==> src/ymr_pkg.sv <==
// ----------------------------------------------------------------------------
// ymr_pkg
// Shared constants and types of the YMODEM receiver.
// ----------------------------------------------------------------------------
package ymr_pkg;

	localparam logic [7:0] SOH_B = 8'h01;
	localparam logic [7:0] STX_B = 8'h02;
	localparam logic [7:0] EOT_B = 8'h04;
	localparam logic [7:0] ACK_B = 8'h06;
	localparam logic [7:0] NAK_B = 8'h15;
	localparam logic [7:0] CAN_B = 8'h18;
	localparam logic [7:0] C_B   = 8'h43;
	localparam logic [15:0] CRC_POLY = 16'h1021;
	localparam logic [30:0] SIZE_MAX31 = 31'h7FFF_FFFF;

	localparam logic [1:0] KIND_START = 2'd0;
	localparam logic [1:0] KIND_BYTE  = 2'd1;
	localparam logic [1:0] KIND_TICK  = 2'd2;
	localparam logic [1:0] KIND_BAD   = 2'd3;

	localparam logic [1:0] OK_TX     = 2'd0;
	localparam logic [1:0] OK_DATA   = 2'd1;
	localparam logic [1:0] OK_COMMIT = 2'd2;
	localparam logic [1:0] OK_FINISH = 2'd3;

	localparam logic [1:0] ST_DONE   = 2'd0;
	localparam logic [1:0] ST_CANCEL = 2'd1;
	localparam logic [1:0] ST_BIG    = 2'd2;

	localparam logic [2:0] REG_BASE  = 3'd0;
	localparam logic [2:0] REG_MAX   = 3'd1;
	localparam logic [2:0] REG_CHAR  = 3'd2;
	localparam logic [2:0] REG_INIT  = 3'd3;
	localparam logic [2:0] REG_START = 3'd4;
	localparam logic [2:0] REG_CANTO = 3'd5;

	localparam int QDEPTH = 4;
	localparam int QAW = $clog2(QDEPTH);

	typedef struct packed {
		logic [1:0]  out_kind;
		logic [7:0]  tx_byte;
		logic [7:0]  payload_byte;
		logic [9:0]  payload_offset;
		logic [31:0] write_address;
		logic [10:0] block_length;
		logic [31:0] running_total;
		logic [30:0] parsed_size;
		logic        size_known;
		logic [1:0]  status;
		logic        last;
	} res_t;

	// classified item from the front end
	typedef struct packed {
		logic [1:0] kind;
		logic [7:0] rx_byte;
	} item_t;

	function automatic logic [15:0] crc_step(input logic [15:0] crc, input logic [7:0] b);
		logic [15:0] c;
		c = crc ^ {b, 8'h00};
		for (int i = 0; i < 8; i++) begin
			c = c[15] ? ((c << 1) ^ CRC_POLY) : (c << 1);
		end
		return c;
	endfunction

endpackage

==> src/ymr_front.sv <==
// ----------------------------------------------------------------------------
// ymr_front
// Accepts input words, drops unknown kinds and queues the rest.
// ----------------------------------------------------------------------------
module ymr_front import ymr_pkg::*; (
	input  logic        clk,
	input  logic        arst_n,
	input  logic        in_valid,
	output logic        in_ready,
	input  item_t       in_item,
	output logic        q_valid,
	input  logic        q_pop,
	output item_t       q_item
);

	item_t           mem_q [QDEPTH];
	logic [QAW-1:0]  wr_q, rd_q;
	logic [QAW:0]    cnt_q;
	logic            push;

	assign in_ready = (cnt_q != (QAW+1)'(QDEPTH));
	// kind 3 is dropped here
	assign push = in_valid && in_ready && (in_item.kind != KIND_BAD);
	assign q_valid = (cnt_q != '0);
	assign q_item = mem_q[rd_q];

	always_ff @(posedge clk) begin
		if (push) mem_q[wr_q] <= in_item;
	end

	always_ff @(posedge clk or negedge arst_n) begin
		if (!arst_n) begin
			wr_q <= '0;
			rd_q <= '0;
			cnt_q <= '0;
		end else begin
			if (push) wr_q <= wr_q + 1'b1;
			if (q_pop && q_valid) rd_q <= rd_q + 1'b1;
			cnt_q <= cnt_q + (QAW+1)'(push) - (QAW+1)'(q_pop && q_valid);
		end
	end

`ifndef NO_ASSERTIONS
	a_no_over: assert property (@(posedge clk) disable iff (!arst_n)
		cnt_q <= (QAW+1)'(QDEPTH)) else $error("queue overflow");
	a_pop_valid: assert property (@(posedge clk) disable iff (!arst_n)
		(cnt_q == '0) |-> !(q_pop && q_valid)) else $error("pop empty");
	a_cnt_step: assert property (@(posedge clk) disable iff (!arst_n)
		(!push && !(q_pop && q_valid)) |=> $stable(cnt_q)) else $error("count moved");
`endif

endmodule

==> src/ymr_back.sv <==
// ----------------------------------------------------------------------------
// ymr_back
// Protocol engine: runs one item per cycle, when the 4-slot result buffer is
// empty or its last result leaves; drains one result per cycle on res_ready.
// ----------------------------------------------------------------------------
module ymr_back import ymr_pkg::*; (
	input  logic        clk,
	input  logic        arst_n,
	input  logic        q_valid,
	output logic        q_pop,
	input  item_t       q_item,
	input  logic [31:0] base_address,
	input  logic [31:0] size_cap,
	input  logic [15:0] char_to,
	input  logic [15:0] init_to,
	input  logic [15:0] start_to,
	input  logic [15:0] can_to,
	output logic        res_valid,
	input  logic        res_ready,
	output res_t        res
);

	localparam logic [3:0] P_IDLE = 4'd0, P_HWAIT = 4'd1, P_HCAN = 4'd2, P_DWAIT = 4'd3,
		P_DCAN = 4'd4, P_NUM = 4'd5, P_INV = 4'd6, P_BODY = 4'd7, P_CHI = 4'd8, P_CLO = 4'd9;

	logic [3:0]  phase_q;
	logic [15:0] tick_q;
	logic        long_q, hdr_q, sval_q, cval_q;
	logic [7:0]  bnum_q, exp_q, rcrc_hi_q;
	logic [10:0] idx_q;
	logic [15:0] crc_q;
	logic [31:0] total_q;
	logic [30:0] size_q, cand_q;
	logic [1:0]  hf_q;

	// result buffer
	res_t        buf_q [4];
	logic [2:0]  bcnt_q;
	logic [1:0]  bidx_q;

	logic [3:0]  phase_d;
	logic [15:0] tick_d;
	logic        long_d, hdr_d, sval_d, cval_d;
	logic [7:0]  bnum_d, exp_d, rcrc_hi_d;
	logic [10:0] idx_d;
	logic [15:0] crc_d;
	logic [31:0] total_d;
	logic [30:0] size_d, cand_d;
	logic [1:0]  hf_d;
	res_t        r_d [4];
	logic [2:0]  n_d;

	logic [7:0]  b;
	logic [15:0] tick_inc, lim;
	logic [10:0] len;
	logic [32:0] sum_len;
	logic        digit, crc_ok, tmo;
	logic [34:0] mul10;

	// take the next word when the buffer is empty or while the last buffered result leaves
	assign q_pop = q_valid && ((bcnt_q == '0) || (bcnt_q == 3'd1 && res_ready));
	assign res_valid = (bcnt_q != '0);
	assign res = buf_q[bidx_q];

	always_comb begin
		b = q_item.rx_byte;
		len = long_q ? 11'd1024 : 11'd128;
		sum_len = {1'b0, total_q} + 33'(len);
		tick_inc = tick_q + 16'd1;
		digit = (b >= 8'h30) && (b <= 8'h39);
		mul10 = {4'd0, cand_q} * 35'd10 + 35'(b - 8'h30);
		crc_ok = ({rcrc_hi_q, b} == crc_q);
		case (phase_q)
			P_HWAIT: lim = init_to;
			P_HCAN, P_DCAN: lim = can_to;
			P_DWAIT: lim = start_to;
			default: lim = char_to;
		endcase
		tmo = (tick_inc >= lim);

		phase_d = phase_q; tick_d = tick_q; long_d = long_q; hdr_d = hdr_q;
		sval_d = sval_q; cval_d = cval_q; bnum_d = bnum_q; exp_d = exp_q;
		rcrc_hi_d = rcrc_hi_q; idx_d = idx_q; crc_d = crc_q; total_d = total_q;
		size_d = size_q; cand_d = cand_q; hf_d = hf_q;
		n_d = '0;
		for (int i = 0; i < 4; i++) r_d[i] = '0;

		if (q_pop) begin
			case (q_item.kind)
				KIND_START: begin
					total_d = '0; size_d = '0; sval_d = 1'b0; exp_d = '0; hdr_d = 1'b1;
					r_d[0].tx_byte = C_B; n_d = 3'd1;
					phase_d = P_HWAIT; tick_d = '0;
				end
				KIND_TICK: begin
					if (phase_q != P_IDLE) begin
						tick_d = tick_inc;
						if (tmo) begin
							tick_d = '0;
							if (phase_q == P_HWAIT || phase_q == P_HCAN) begin
								r_d[0].tx_byte = C_B; n_d = 3'd1; phase_d = P_HWAIT;
							end else if (phase_q == P_DWAIT || phase_q == P_DCAN) begin
								r_d[0].tx_byte = NAK_B; n_d = 3'd1; phase_d = P_DWAIT;
							end else begin
								r_d[0].tx_byte = NAK_B; n_d = 3'd1;
								if (hdr_q) begin r_d[1].tx_byte = C_B; n_d = 3'd2; end
								phase_d = hdr_q ? P_HWAIT : P_DWAIT;
							end
						end
					end
				end
				KIND_BYTE: begin
					tick_d = '0;
					case (phase_q)
						P_HWAIT, P_DWAIT: begin
							if (phase_q == P_DWAIT && b == EOT_B) begin
								r_d[0].tx_byte = ACK_B;
								r_d[1].tx_byte = CAN_B;
								r_d[2].tx_byte = CAN_B;
								if (sval_q && total_q > {1'b0, size_q}) total_d = {1'b0, size_q};
								r_d[3].out_kind = OK_FINISH;
								r_d[3].running_total = total_d;
								r_d[3].status = ST_DONE;
								r_d[3].parsed_size = size_q;
								r_d[3].size_known = sval_q;
								n_d = 3'd4; phase_d = P_IDLE;
							end else if (b == SOH_B || b == STX_B) begin
								long_d = (b == STX_B); phase_d = P_NUM; crc_d = '0;
								idx_d = '0; hf_d = '0; cand_d = '0; cval_d = 1'b0;
							end else if (b == CAN_B) begin
								phase_d = (phase_q == P_HWAIT) ? P_HCAN : P_DCAN;
							end else begin
								r_d[0].tx_byte = (phase_q == P_HWAIT) ? C_B : NAK_B;
								n_d = 3'd1;
							end
						end
						P_HCAN, P_DCAN: begin
							if (b == CAN_B) begin
								r_d[0].out_kind = OK_FINISH;
								r_d[0].running_total = total_q;
								r_d[0].status = ST_CANCEL;
								r_d[0].parsed_size = size_q;
								r_d[0].size_known = sval_q;
								n_d = 3'd1; phase_d = P_IDLE;
							end else begin
								r_d[0].tx_byte = (phase_q == P_HCAN) ? C_B : NAK_B;
								n_d = 3'd1;
								phase_d = (phase_q == P_HCAN) ? P_HWAIT : P_DWAIT;
							end
						end
						P_NUM: begin bnum_d = b; phase_d = P_INV; end
						P_INV: begin
							if (bnum_q + b != 8'hFF) begin
								r_d[0].tx_byte = NAK_B; n_d = 3'd1;
								if (hdr_q) begin r_d[1].tx_byte = C_B; n_d = 3'd2; end
								phase_d = hdr_q ? P_HWAIT : P_DWAIT;
							end else phase_d = P_BODY;
						end
						P_BODY: begin
							crc_d = crc_step(crc_q, b);
							if (hdr_q) begin
								case (hf_q)
									2'd0: if (b == 8'h00) hf_d = 2'd1;
									2'd1: begin
										if (b == 8'h20) begin
											cand_d = '0; cval_d = 1'b1; hf_d = 2'd2;
										end else if (digit) begin
											cand_d = 31'(b - 8'h30); cval_d = 1'b1; hf_d = 2'd2;
										end else hf_d = 2'd3;
									end
									2'd2: begin
										if (digit) cand_d = (mul10 > 35'(SIZE_MAX31)) ?
											SIZE_MAX31 : mul10[30:0];
										else hf_d = 2'd3;
									end
									default: ;
								endcase
							end else begin
								r_d[0].out_kind = OK_DATA;
								r_d[0].payload_byte = b;
								r_d[0].payload_offset = idx_q[9:0];
								n_d = 3'd1;
							end
							idx_d = idx_q + 11'd1;
							if (idx_d >= len) phase_d = P_CHI;
						end
						P_CHI: begin rcrc_hi_d = b; phase_d = P_CLO; end
						P_CLO: begin
							phase_d = hdr_q ? P_HWAIT : P_DWAIT;
							if (hdr_q) begin
								if (crc_ok && bnum_q == 8'd0) begin
									r_d[0].tx_byte = ACK_B;
									sval_d = cval_q;
									size_d = cval_q ? cand_q : '0;
									hdr_d = 1'b0; exp_d = 8'd1;
									r_d[1].tx_byte = C_B; n_d = 3'd2;
									phase_d = P_DWAIT;
								end else begin
									r_d[0].tx_byte = NAK_B; r_d[1].tx_byte = C_B; n_d = 3'd2;
								end
							end else if (!crc_ok) begin
								r_d[0].tx_byte = NAK_B; n_d = 3'd1;
							end else if (bnum_q == exp_q) begin
								if (sum_len > {1'b0, size_cap}) begin
									r_d[0].out_kind = OK_FINISH;
									r_d[0].running_total = total_q;
									r_d[0].status = ST_BIG;
									r_d[0].parsed_size = size_q;
									r_d[0].size_known = sval_q;
									n_d = 3'd1; phase_d = P_IDLE;
								end else begin
									r_d[0].out_kind = OK_COMMIT;
									r_d[0].write_address = base_address + total_q;
									r_d[0].block_length = len;
									r_d[0].running_total = sum_len[31:0];
									r_d[0].parsed_size = size_q;
									r_d[0].size_known = sval_q;
									total_d = sum_len[31:0];
									r_d[1].tx_byte = ACK_B; n_d = 3'd2;
									exp_d = exp_q + 8'd1;
								end
							end else begin
								r_d[0].tx_byte = (bnum_q == exp_q - 8'd1) ? ACK_B : NAK_B;
								n_d = 3'd1;
							end
						end
						default: ;
					endcase
				end
				default: ;
			endcase
			// flag the final result of this word
			case (n_d)
				3'd1: r_d[0].last = 1'b1;
				3'd2: r_d[1].last = 1'b1;
				3'd3: r_d[2].last = 1'b1;
				3'd4: r_d[3].last = 1'b1;
				default: ;
			endcase
		end
	end

	always_ff @(posedge clk) begin
		if (q_pop) begin
			for (int i = 0; i < 4; i++) buf_q[i] <= r_d[i];
		end
	end

	always_ff @(posedge clk or negedge arst_n) begin
		if (!arst_n) begin
			phase_q <= P_IDLE; tick_q <= '0; hdr_q <= 1'b0; sval_q <= 1'b0;
			exp_q <= '0; total_q <= '0; size_q <= '0;
			long_q <= 1'b0; bnum_q <= '0; rcrc_hi_q <= '0; crc_q <= '0;
			cand_q <= '0; cval_q <= 1'b0; hf_q <= '0; idx_q <= '0;
			bcnt_q <= '0; bidx_q <= '0;
		end else begin
			if (q_pop) begin
				phase_q <= phase_d; tick_q <= tick_d; hdr_q <= hdr_d; sval_q <= sval_d;
				exp_q <= exp_d; total_q <= total_d; size_q <= size_d;
				long_q <= long_d; bnum_q <= bnum_d; rcrc_hi_q <= rcrc_hi_d; crc_q <= crc_d;
				cand_q <= cand_d; cval_q <= cval_d; hf_q <= hf_d; idx_q <= idx_d;
				bcnt_q <= n_d; bidx_q <= '0;
			end else if (res_valid && res_ready) begin
				bcnt_q <= bcnt_q - 3'd1;
				bidx_q <= bidx_q + 2'd1;
			end
		end
	end

`ifndef NO_ASSERTIONS
	a_cnt_max: assert property (@(posedge clk) disable iff (!arst_n)
		bcnt_q <= 3'd4) else $error("result buffer overrun");
	a_no_pop_busy: assert property (@(posedge clk) disable iff (!arst_n)
		(res_valid && !(bcnt_q == 3'd1 && res_ready)) |-> !q_pop)
		else $error("item taken while draining");
	a_last_end: assert property (@(posedge clk) disable iff (!arst_n)
		(res_valid && bcnt_q == 3'd1) |-> res.last) else $error("last missing");
	a_idle_tick: assert property (@(posedge clk) disable iff (!arst_n)
		(phase_q == P_IDLE) |-> ##0 1'b1 ##1 (phase_q <= P_CLO)) else $error("bad phase");
`endif

endmodule

==> src/ymr_regs.sv <==
// ----------------------------------------------------------------------------
// ymr_regs
// APB register file for base address, size limit and timeouts.
// ----------------------------------------------------------------------------
module ymr_regs import ymr_pkg::*; (
	input  logic        clk,
	input  logic        arst_n,
	input  logic        psel,
	input  logic        penable,
	input  logic        pwrite,
	input  logic [4:0]  paddr,
	input  logic [31:0] pwdata,
	output logic [31:0] prdata,
	output logic        pready,
	output logic [31:0] base_address,
	output logic [31:0] size_cap,
	output logic [15:0] char_to,
	output logic [15:0] init_to,
	output logic [15:0] start_to,
	output logic [15:0] can_to
);

	logic [2:0] ridx;
	logic       wr;

	assign pready = 1'b1;
	assign ridx = paddr[4:2];
	assign wr = psel && penable && pwrite;

	always_ff @(posedge clk or negedge arst_n) begin
		if (!arst_n) begin
			base_address <= '0; size_cap <= '0;
			char_to <= 16'd1000; init_to <= 16'd3000;
			start_to <= 16'd10000; can_to <= 16'd100;
		end else if (wr) begin
			case (ridx)
				REG_BASE:  base_address <= pwdata;
				REG_MAX:   size_cap <= pwdata;
				REG_CHAR:  char_to <= pwdata[15:0];
				REG_INIT:  init_to <= pwdata[15:0];
				REG_START: start_to <= pwdata[15:0];
				REG_CANTO: can_to <= pwdata[15:0];
				default: ;
			endcase
		end
	end

	always_comb begin
		case (ridx)
			REG_BASE:  prdata = base_address;
			REG_MAX:   prdata = size_cap;
			REG_CHAR:  prdata = {16'd0, char_to};
			REG_INIT:  prdata = {16'd0, init_to};
			REG_START: prdata = {16'd0, start_to};
			REG_CANTO: prdata = {16'd0, can_to};
			default:   prdata = '0;
		endcase
	end

endmodule

==> src/ymodem_receiver_top.sv <==
// Latency: a word's first result appears the cycle after it leaves the queue;
// results drain one per cycle while m_tready is high, up to four per word.
// Throughput: one word per cycle when it causes at most one result and m_tready
// stays high; a word with more results holds the engine until the last leaves.
// Reset: arst_n clears the queue, protocol state and registers to their defaults.
// ----------------------------------------------------------------------------
// ymodem_receiver_top
// YMODEM receiver with CRC-16 checking and block commit stream.
// ----------------------------------------------------------------------------
module ymodem_receiver_top import ymr_pkg::*; (
	input  logic         clk,
	input  logic         arst_n,
	input  logic         s_tvalid,
	output logic         s_tready,
	input  logic [7:0]   s_tdata,   // rx_byte[7:0]
	input  logic [1:0]   s_tuser,   // kind
	output logic         m_tvalid,
	input  logic         m_tready,
	// tx_byte[7:0], payload_byte[15:8], payload_offset[25:16], write_address[57:26],
	// block_length[68:58], running_total[100:69], parsed_size[131:101],
	// size_known[132], status[134:133], zero[135]
	output logic [135:0] m_tdata,
	output logic [1:0]   m_tuser,   // out_kind
	output logic         m_tlast,
	input  logic         psel,
	input  logic         penable,
	input  logic         pwrite,
	input  logic [4:0]   paddr,
	input  logic [31:0]  pwdata,
	output logic [31:0]  prdata,
	output logic         pready
);

	item_t       in_item, q_item;
	logic        q_valid, q_pop;
	logic [31:0] base_address, size_cap;
	logic [15:0] char_to, init_to, start_to, can_to;
	res_t        res;

	assign in_item.kind = s_tuser;
	assign in_item.rx_byte = s_tdata;

	ymr_regs u_regs (.clk, .arst_n, .psel, .penable, .pwrite, .paddr, .pwdata, .prdata,
		.pready, .base_address, .size_cap, .char_to, .init_to, .start_to, .can_to);

	ymr_front u_front (.clk, .arst_n, .in_valid(s_tvalid), .in_ready(s_tready),
		.in_item, .q_valid, .q_pop, .q_item);

	ymr_back u_back (.clk, .arst_n, .q_valid, .q_pop, .q_item, .base_address, .size_cap,
		.char_to, .init_to, .start_to, .can_to, .res_valid(m_tvalid), .res_ready(m_tready),
		.res);

	assign m_tuser = res.out_kind;
	assign m_tlast = res.last;
	assign m_tdata = {1'b0, res.status, res.size_known, res.parsed_size, res.running_total,
		res.block_length, res.write_address, res.payload_offset, res.payload_byte,
		res.tx_byte};

endmodule

==> config.mk <==
export PLATFORM = sky130hd
export DESIGN_NAME = ymodem_receiver_top
export DESIGN_NICKNAME = d
export VERILOG_FILES = /design/src/ymr_pkg.sv /design/src/ymr_front.sv /design/src/ymr_back.sv /design/src/ymr_regs.sv /design/src/ymodem_receiver_top.sv
export SDC_FILE = /design/constraint.sdc
export NUM_CORES = 1
export LEC_CHECK = 0
export ABC_AREA = 0
export BUFFER_PORTS_ARGS = -buffer_cell sky130_fd_sc_hd__buf_4
export CAP_MARGIN = 5
export CORE_MARGIN = 3
export CORE_UTILIZATION = 26
export DETAILED_ROUTE_END_ITERATION = 8
export PLACE_DENSITY = 0.48
export SLEW_MARGIN = 10
export SYNTH_ARGS = -nofsm -noshare
export SYNTH_HDL_FRONTEND = slang
export SYNTH_SLANG_ARGS = --single-unit
==> constraint.sdc <==
create_clock -name clk -period 10.73 [get_ports clk]
set_input_delay 0.5365 -clock clk [delete_from_list [all_inputs] [get_ports clk]]
set_output_delay 0.5365 -clock clk [all_outputs]
set_load 0.03 [all_outputs]
Word level (Yosys, flattened, before mapping) --
Memory sizes are Yosys's and may differ from the RTL's. Cells that the tools add are included.
Storage, ports and cells: bits in registers 311, bits in latches 0, RAM bits 592, memory bits (read-only) 0, input port bits 54, memories kept 2
Cells by class: add/subtract/negate cells 16, multipliers 1, div/mod/pow operators 0, magnitude comparators 7, equality and inequality tests 63, shifts and indexed selects 0, mux-type cells 186, bitwise operators 10, reductions and logical operators 52
Memories:
- u_back.buf_q | words 4, bits a word 138, rd ports 1, clocked after memory_dff 0, wr ports 4, line ymr_back.sv:37 | res_t buf_q [4];
- u_front.mem_q | words 4, bits a word 10, rd ports 1, clocked after memory_dff 0, wr ports 1, line ymr_front.sv:16 | item_t mem_q [QDEPTH];
Operators with widths (count):
- $mux W31 | 11
- $mux W109 | 3
- $mux W66 | 4
- $mux W8 | 26
- $mux W32 | 6
- $pmux W32 S6 | 1
- $pmux W31 S2 | 3
- $mux W138 | 1
- $pmux W66 S2 | 1
- $pmux W32 S2 | 2
- $mux W127 | 1
- $mux W13 | 8
- $mux W43 | 2
- $mux W67 | 1
- $mux W16 | 4
- $mux W64 | 1
- $pmux W16 S2 | 2
- $mux W4 | 15
- $pmux W16 S3 | 1
- $pmux W8 S3 | 2
- $mux W2 | 22
- $mux W3 | 14
- $mux W18 | 2
- $add A35 B35 Y35 | 1
- other kinds (77) | 201

Longest topological paths before layout --
An unclocked memory read counts as a cell.
word-level depth 19, depth in mapped cells 23, gate-level depth less buffers 22

Hierarchy --
From an unflattened synthesis, not the netlist that was laid out.
Second synthesis, totals: cells, all modules 3259, area total of the unflattened synthesis 33940.1 um^2
By module, submodules not included:
- ymr_back | instances 1, cells each 2761, area an instance 26160.1 um^2
- ymr_regs | instances 1, cells each 407, area an instance 5901.9 um^2
- ymr_front | instances 1, cells each 89, area an instance 1866.8 um^2
- ymodem_receiver_top | instances 1, cells each 2, area an instance 11.3 um^2

Least setup slack after synthesis --
OpenSTA, ideal clock, no wires.
kind register -> register, from reg u_back.bcnt_q[0], to reg u_back.bnum_q[0], setup time 0.132 ns, data arrival time 9.402 ns, data required time 10.598 ns, path slack 1.196 ns, cell stages (with the launch flop) 10, clock period less this slack 9.534 ns, cell sequence dfrtp_1 -> inv_1 -> ha_1 -> nor2_1 -> nor3_1 -> o21ai_1 -> inv_1 -> clkbuf_1 -> nand4_1 -> mux2_2
On the way: word-level cells in the longest chain between the ends 5, elaborated cells between the ends (all ways) 6, classes of those cells eq/ne (1); reduce/logical (5)
RTL lines:
- start: declaration | line ymr_back.sv:38 | logic [2:0] bcnt_q;
- start signal: assignment | line ymr_back.sv:264 | bcnt_q <= bcnt_q - 3'd1;
- $eq A3 B1 Y1 | line ymr_back.sv:61 | assign q_pop = q_valid && ((bcnt_q == '0) || (bcnt_q == 3'd1 && res_ready));
- $logic_and A1 B1 Y1 | line ymr_back.sv:61
- $logic_or A1 B1 Y1 * | line ymr_back.sv:61
- $logic_and A1 B1 Y1 * | line ymr_back.sv:61
- via q_pop | line ymodem_receiver_top.sv:35 | logic q_valid, q_pop;
- $reduce_and A3 Y1 (no line) *
- end signal: assignment | line ymr_back.sv:260 | long_q <= long_d; bnum_q <= bnum_d; rcrc_hi_q <= rcrc_hi_d; crc_q <= crc_d;
- end: declaration | line ymr_back.sv:29 | logic [7:0] bnum_q, exp_q, rcrc_hi_q;
The timed path passes the listed nets; every way through them passes the cells marked *. A chain may end at the register's enable or synchronous reset.

Worst setup path in the final report --
from reg u_back.long_q, to reg u_back.total_q[31]
On the way: word-level cells in the longest chain between the ends 8, elaborated cells between the ends (all ways) 11, classes of those cells add/sub (1); order compare (1); eq/ne (1); mux (7); reduce/logical (1)
RTL lines:
- start: declaration | line ymr_back.sv:28 | logic long_q, hdr_q, sval_q, cval_q;
- start signal: assignment | line ymr_back.sv:260
- $mux W11 * | line ymr_back.sv:67 | len = long_q ? 11'd1024 : 11'd128;
- via u_back.len[7] | line ymr_back.sv:55 | logic [10:0] len;
- $add A32 B11 Y33 * | line ymr_back.sv:68 | sum_len = {1'b0, total_q} + 33'(len);
- branches (longest 6 deep; another with $gt A33 B32 Y1)
- end signal: assignment | line ymr_back.sv:259 | exp_q <= exp_d; total_q <= total_d; size_q <= size_d;
- end: declaration | line ymr_back.sv:32 | logic [31:0] total_q;
Mark *: on every way through the listed nets, which the timed path passes. The select of a mux whose other input is x is not followed.

==> qor.yml <==
outcome:
  status: "finished clean"
run:
  drv_cap: 0
timing:
  finalHoldViolations: 0
  fin_crit_ns: 6.51
  setup_violations: 0
  setup_tns_ns: 0
  worst_slew_pin_slew_ns: 1.16
  slew_viol_final: 0
  fmax_mhz: 154
  hold_slack_ns: 0.119
  rsz0062_at_grt: "false"
  timing.slew.headroom: 0.220
  period_share: 0.606
  finalClockSkew_ns: 0.0322
detailed_routing:
  wirelength_um: 111000
  postRouteAntennaNets: 0
  drc: 0
  num_vias: 26654
  first_pass_iters: 9
  drt_iter0_drc: 2222
  wl_per_cell_um: 20.8
  via_per_inst: 5.01
final_layout:
  final_common_cell: "dfrtp_1"
  syn_to_final_growth_pct: 17.3
  fin_cells: 5316
  final_nets: 3815
  layout_common_cells: "dfrtp_1 (290), buf_4 (252), nor2_1 (243)"
  drive_above_1_share: 0.161
global_routing:
  antenna_found_initial: 2
  track_usage: 0.159
  grt_pass1_vias: 26564
  grt_max_degree: 152
  overflow: 0
  grt_pass1_wl_um: 168000
yosys:
  synth_top_area_share: 0.213
  synth_cells: 3367
  synth_edf_count: 238
  synth.area.top_cells: "dfrtp_1 (21%), edfxtp_1 (21%), ha_1 (8.8%)"
  yosysSeqAreaShare: 0.440
  synthArstFlopShare: 0.566
  synth-main-ff-cell: "dfrtp_1"
  synth.distinct_cells: 91
  synth_largest_area_cell: "dfrtp_1"
  syn_area_sq_mm: 0.0340
  ys_seq_elements: 549
  syn_area_per_cell_sq_um: 10.1
  ys.warnings.count: 0
placed_design:
  dpl.cell_count: 5187
  numPortBuffers: 212
  place_congestion: 0.843
  dp_hpwl_um: 79900
setup_path:
  critPathArrivalTime_ns: 7.01
  path_class: "reg -> reg"
  path_max_fanout: 25
  reg2reg_from: "u_back.long_q"
  reg2reg_to: "u_back.total_q[31]"
  startpoint_type: "flip-flop"
  r2r_cells: 18
  crit_path_start: "u_back.long_q"
  cp-end-kind: "flip-flop"
  cp.required_ns: 11.24
  r2r_setup_slack_ns: 4.22
power_and_ir_drop:
  peakVddDrop_mv: 0.105
  power.static_leakage_nw: 16.7
  power_density_mw_per_mm2: 240
floorplan:
  coreArea_sq_mm: 0.130
  start_util: 0.262
  rows: 132
  io_pins: 228
  fp.dieW_um: 368
  die_y_um: 368
  dieArea_sq_mm: 0.135
clock_network:
  cts_tree: "done"
  cts_sinks: 549
  numCtsBuffers: 69
  clk_pin_slew_ns: 0.06
  post_cts_resized: 0
  cts-root-buf: "clkbuf_16"
  clk_latency_ns: 0.64
  htreeDepth: 3
  clock_path_buffers: 3
hold_path:
  hold_depth: 1
  hold_path_class: "in -> reg"
  hold_start: "s_tdata[3]"
  whs_endpoint: "u_front.mem_q[3][3]"
synth_stat cells (all sizes together) (116+ instances only):
cell type / n
and2: 123
clkbuf: 138
nand3: 119
o21ai: 221
edfxtp: 238
a21oi: 164
dfrtp: 290
inv: 155
xnor2: 116
ha: 239
nand2: 226
nor2: 256
report_power, final:
group	switching, mW	internal [mW]
logic	2.70	1.30
clock network	0.989	1.48
registers	0.325	2.78
total	4.02	5.56
worst max-delay path by stage:
stage / endpoint
detailed placement: u_back.total_q[31]
floorplan: u_back.bnum_q[0]
CTS: u_back.total_q[31]
global placement: u_back.total_q[31]
global route: u_back.total_q[31]
finish: u_back.total_q[31]
area by class of cell:
cell class | instances | area (sq um)
inverter | 155 | 589
sequential | 549 | 15000
antenna | 2 | 5.00
timing repair buffer | 255 | 1940
tap | 1742 | 2180
clock inverter | 32 | 417
clock buffer | 94 | 1980
multi-input combinational | 2487 | 17800
fill | 13503 | 89700
kinds of logic after synthesis:
| kind of cell | share of synthesized area |
|---|---|
| multiplexers | 0.0537 |
| AO/OA/AOI/OAI | 0.186 |
| flip-flops | 0.440 |
| adder cells (fa/ha/maj) | 0.0909 |
| buffers and inverters | 0.0406 |
| XOR/XNOR | 0.0484 |
| AND/OR/NAND/NOR | 0.140 |
| other | 0.000221 |
sequential cells by signal, summed over array words and instances, names as in the netlist, 31 cells and up:
signal               flops
u_front.mem_q           40
u_back.cand_q           31
u_regs.size_cap         32
u_regs.base_address     32
u_back.buf_q           198
u_back.size_q           31
u_back.total_q          32
what timing repair did:
| item | CTS | global route |
|---|---|---|
| hold endpoints to repair | 69 | 0 |
| hold buffers | 1 | 0 |
| setup buffers | 0 | 0 |
critical path, cell delays in order (launching register included):
cell	delay (ns)
dfrtp_1	0.49
inv_1	0.35
ha_1	0.27
ha_1	0.31
a31oi_1	0.25
nor4_1	0.46
and4_1	0.30
and2_1	0.21
nand2_1	0.09
xnor2_1	0.45
ha_1	0.35
nand2_1	0.16
nor3_1	0.11
a221oi_1	0.45
o211ai_1	0.22
o21ai_2	0.67
nand2_1	0.24
a21o_1	0.57
a211o_1	0.42
per-layer routing:
metal	part of all wire	GRT usage	vias to the layer above
li1	-	-	12737
met1	0.49	0.231	13177
met2	0.45	0.250	619
met3	0.040	0.0205	121
met4	0.023	0.0404	0
met5	0	0	-
per-stage QoR:
| stage | power (mW) | setup WS (ns) | instance area (sq um) | util |
|---|---|---|---|---|
| detailed placement | 7.19 | 4.05 | 37500 | 0.289 |
| floorplan | 5.70 | 1.20 | 34100 | - |
| CTS | 9.71 | 4.05 | 39900 | 0.308 |
| global placement | 7.18 | 4.12 | 37500 | 0.289 |
| global route | 10.1 | 3.76 | 39900 | 0.308 |
| finish | 9.58 | 4.22 | 39900 | 0.308 |
(Power assumes the default switching activity.)
